File: config.mk
export PLATFORM = sky130hd
export DESIGN_NAME = rmhd_qmul
export DESIGN_NICKNAME = d
export VERILOG_FILES = /design/src/design/rmhd_pkg.sv /design/src/design/rmhd_qmul.sv
export SDC_FILE = /design/constraint.sdc
export NUM_CORES = 2
export LEC_CHECK = 0
export ABC_AREA = 1
export BUFFER_PORTS_ARGS = -buffer_cell sky130_fd_sc_hd__buf_2
export CAP_MARGIN = 20
export CORE_AREA = 2 2 382 384
export DETAILED_ROUTE_END_ITERATION = 16
export DIE_AREA = 0 0 384 386
export PLACE_DENSITY_LB_ADDON = 0.08
export RECOVER_POWER = 25
export SLEW_MARGIN = 20
export SYNTH_ARGS = -nofsm -noshare
export SYNTH_HDL_FRONTEND = slang
export SYNTH_SLANG_ARGS = --single-unit
File: constraint.sdc
create_clock -name clk -period 10.2 [get_ports clk]
set_input_delay 1.53 -clock clk [delete_from_list [all_inputs] [get_ports clk]]
set_output_delay 1.53 -clock clk [all_outputs]
set_load 0.005 [all_outputs]
File: src/design/rmhd_pkg.sv
package rmhd_pkg;

  localparam int WORD_BITS = 32;
  localparam int FRAC_BITS = 16;
  localparam int ETA_BITS  = WORD_BITS - 1;
  localparam int CFG_AW    = 4;
  localparam int CFG_DW    = 32;

  typedef logic signed [WORD_BITS-1:0] word_t;
  typedef logic [ETA_BITS-1:0]         eta_t;
  typedef logic [WORD_BITS-1:0]        inv_t;

  localparam word_t WORD_MAX = {1'b0, {(WORD_BITS-1){1'b1}}};
  localparam word_t WORD_MIN = {1'b1, {(WORD_BITS-1){1'b0}}};

  localparam logic [1:0] DIM_3D    = 2'd3;
  localparam inv_t       INV_RESET = inv_t'(1) << FRAC_BITS;

  typedef enum logic [1:0] {
    AXIS_X = 2'd0,
    AXIS_Y = 2'd1,
    AXIS_Z = 2'd2
  } axis_t;

  typedef enum logic [1:0] {
    REG_DIMENSION = 2'd0,
    REG_INV_DX    = 2'd1,
    REG_INV_DY    = 2'd2,
    REG_INV_DZ    = 2'd3
  } cfg_reg_t;

  // load enables of the two register stages inside one multiplier
  typedef struct packed {
    logic load_prod;
    logic load_res;
  } qmul_ctl_t;

endpackage

File: src/design/rmhd_qmul.sv
module rmhd_qmul #(
  parameter int A_W = rmhd_pkg::WORD_BITS,
  parameter int B_W = rmhd_pkg::WORD_BITS
) (
  input  logic                              clk,
  input  rmhd_pkg::qmul_ctl_t               ctl,
  input  logic signed [A_W-1:0]             a,
  input  logic signed [B_W-1:0]             b,
  output logic signed [rmhd_pkg::WORD_BITS-1:0] y
);
  import rmhd_pkg::*;

  localparam int PW = A_W + B_W;
  localparam int RW = PW + 1 - FRAC_BITS;
  localparam logic [RW-1:0] POS_LIM = RW'({1'b0, {(WORD_BITS-1){1'b1}}});
  localparam logic [RW-1:0] NEG_LIM = RW'({1'b1, {(WORD_BITS-1){1'b0}}});
  localparam logic [PW:0]   HALF    = (PW+1)'(1) << (FRAC_BITS - 1);

  logic signed [PW-1:0] prod_r, prod_nxt;
  word_t                y_r, y_nxt;
  logic                 neg;
  logic [PW-1:0]        mag;
  logic [PW:0]          rnd;
  logic [RW-1:0]        quo;

  assign prod_nxt = a * b;

  // magnitude, round half away from zero, saturate to the word
  always_comb begin
    neg = prod_r[PW-1];
    mag = neg ? PW'(-prod_r) : PW'(prod_r);
    rnd = {1'b0, mag} + HALF;
    quo = rnd[PW:FRAC_BITS];
    if (!neg) begin
      y_nxt = (quo > POS_LIM) ? WORD_MAX : word_t'(quo[WORD_BITS-1:0]);
    end else begin
      y_nxt = (quo >= NEG_LIM) ? WORD_MIN : word_t'(-quo[WORD_BITS-1:0]);
    end
  end

  always_ff @(posedge clk) begin
    if (ctl.load_prod) begin
      prod_r <= prod_nxt;
    end
    if (ctl.load_res) begin
      y_r <= y_nxt;
    end
  end

  assign y = y_r;

endmodule

==> impl_metrics.csv <==
group,metric,value,unit
timing,clock-skew-final,0.01384,ns
floorplan,io_pins,99,
logic_synthesis,syn_area,45950,sq um
worst_setup_path,crit_start,"a[31]",
logic_synthesis,synth_fp_nets,7280,
worst_setup_path,timing.rr.start,"prod_r[2]$_DFFE_PP_",
timing,finalSetupViolCount,0,
routing,drt_first_pass_iters,6,
logic_synthesis,avgSynthCellArea,7.731,sq um
worst_setup_path,arrival,9.33,ns
worst_setup_path,path_max_fanout,32,
worst_setup_path,crit_slowest_cell,"buf_2",
clocking,clockBufferDepth,2,
layout,final_util,0.3389,
layout,final_cells,7853,
timing,max_freq,108.8,MHz
placed_design,routabilityCongestion,0.8642,
logic_synthesis,ys_seq_area_frac,0.06273,
timing,slew_headroom,-1.371,
logic_synthesis,ys_seq_elements,96,
hold_path,holdPathStages,5,
layout,antennaDiodeCount,0,
worst_setup_path,worstPathRequired,10.34,ns
run,cap_violations,2,
routing,routed_wl,143900,um
worst_setup_path,worstSetupStartpointType,"primary input",
logic_synthesis,synthCells,5944,
grt,grtUsageTotal,0.2028,
floorplan,std_cell_rows,140,
hold_path,min_from,"prod_r[45]$_DFFE_PP_",
outcome,violations,"max-capacitance violations, max-slew violations",
worst_setup_path,path_class,"primary input to register",
routing,viasPerCell,4.470,
layout,nets,7267,
layout,drive_gt1_frac,0.06014,
routing,drtAntennaViolNets,0,
logic_synthesis,synthArstFlopShare,0,
clocking,clock_sinks,96,
routing,vias,35110,
grt,grt_max_degree,65,
floorplan,initial_core_util,0.3180,
timing,post-route-min-period,9.191,ns
hold_path,min_path_type,"register to register",
grt,grt_overflow,0,
worst_setup_path,r2r_end,"y[9]$_DFFE_PP_",
grt,grt_pass1_vias,38790,
clocking,clock_latency,0.40,ns
worst_setup_path,slowest_delay,0.61,ns
floorplan,design.core.area,144500,sq um
clocking,tritoncts,"done",
timing,rsz0062_at_grt,"false",
hold_path,whs_endpoint,"y[29]$_DFFE_PP_",
clocking,cts_resized,0,
routing,drc_errors,0,
floorplan,die_area,148200,sq um
timing,timing.final.crit_share,0.9011,
clocking,holdBufCountCts,0,
clocking,cts_root_buf,"clkbuf_16",
floorplan,die_w,384,um
clocking,clk_pin_slew,0.08,ns
timing,hold_viol_final,0,
timing,worstMarginPinSlew,3.557,ns
logic_synthesis,synth_flop_cell,"edfxtp_1",
outcome,outcome,"complete, but fails checks",
placed_design,dp_hpwl,125300,um
timing,slew_viol_final,98,
clocking,htree_levels,3,
grt,grt_pass1_wl,231900,um
logic_synthesis,synth_warnings,0,
logic_synthesis,synth_edf_count,96,
worst_setup_path,reg2reg_depth,20,
routing,routedWlPerCell,18.32,um
placed_design,io_buffers,98,
routing,drt_iter0_drc,1955,
grt,antenna_found_initial,6,
worst_setup_path,r2r_slack,5.64,ns
placed_design,dp_cells,7837,
layout,syn2layout_area_growth,6.595,%
logic_synthesis,synth_cell_types,51,
timing,setup_tns,0,ns
clocking,cts_buffers,9,
worst_setup_path,endpoint_kind,"register",
floorplan,die_h,386,um
worst_setup_path,crit_top_cell,"fa_1",
clocking,post_cts_buffers,0,
how the worst max path moves through the flow:
stage	endpoint	cells after the start
finish	prod_r[63]$_DFFE_PP_	25
global route	prod_r[62]$_DFFE_PP_	26
CTS	prod_r[63]$_DFFE_PP_	20
detailed placement	prod_r[63]$_DFFE_PP_	20
global placement	prod_r[63]$_DFFE_PP_	20
floorplan	prod_r[63]$_DFFE_PP_	24
worst max-delay path, delay by kind of cell:
kind / cells / cell delay, ns
compound gates: 4 / 1.06
xor+xnor: 1 / 0.18
fa+ha+maj: 9 / 4.19
buf+inv: 9 / 2.02
simple gates: 2 / 0.35
sequential cells by signal, summed over array words and instances (netlist names):
| name | flops |
|---|---|
| prod_r | 64 |
| y | 32 |
logic make-up after synthesis:
logic type      after synthesis  synth area share
flops                        96           0.06273
xor+xnor                     94           0.01832
fa+ha+maj                  1269            0.5223
simple gates               2317            0.2091
buf+inv                    1953            0.1606
compound gates              215           0.02696
per-layer routing:
layer / global-route usage / up-vias / routed length (um)
li1: - / 16750 / -
met3: 0.01150 / 61 / 3660
met2: 0.3536 / 491 / 69880
met5: 0 / - / 61
met4: 0.01954 / 10 / 958
met1: 0.2864 / 17800 / 69310
through the flow:
stage               cell area [sq um]  setup WS, ns  hold WS (ns)
floorplan                       45950         1.397        0.8635
global placement                48700        0.4422         1.165
detailed placement              48700        0.5017         1.145
CTS                             48980        0.9404         1.147
global route                    48980        0.5283         1.215
finish                          48980         1.009         1.140
cells in the mapped netlist (47+ instances only):
| cell | n | area (sq um) |
|---|---|---|
| xor2_1 | 50 | 437.9 |
| nor2_1 | 339 | 1272 |
| o21ai_0 | 50 | 250.2 |
| nand2_1 | 1636 | 6141 |
| clkbuf_1 | 195 | 732.0 |
| a21oi_1 | 93 | 465.5 |
| edfxtp_1 | 96 | 2883 |
| fa_1 | 1082 | 21660 |
| nand3_1 | 137 | 685.7 |
| ha_1 | 187 | 2340 |
| inv_1 | 1719 | 6452 |
| nand4_1 | 47 | 294.0 |
cell usage in the layout, fill, tap and decap left out, types with 9 or more instances in the layout:
master,synthesis,layout
a21oi_1,93,93
a31oi_1,26,26
buf_2,6,97
buf_4,1,87
clkbuf_16,0,9
edfxtp_1,96,96
fa_1,1082,1082
ha_1,187,187
inv_1,1719,1719
inv_2,19,19
nand2_1,1636,1636
nand2_2,41,41
nand3_1,137,137
nand3_2,13,13
nand3b_1,20,20
nand4_1,47,47
nor2_1,339,338
nor2_2,31,32
nor2_4,15,15
nor3_1,9,9
o21ai_0,50,50
o21ai_2,11,11
or2_2,11,11
xnor2_1,43,43
xor2_1,50,50
cell type report:
| type | count | area, sq um |
|---|---|---|
| fill | 15680 | 95530 |
| multi-input combinational | 3895 | 35690 |
| inverter | 1741 | 6536 |
| sequential | 96 | 2883 |
| tap | 1917 | 2399 |
| timing repair buffer | 188 | 1186 |
| clock buffer | 10 | 229.0 |
| clock inverter | 6 | 58.81 |
Power is left out: the tool's default activity adds up to more than one toggle a clock period on the data nets, which glitch-free logic cannot reach.
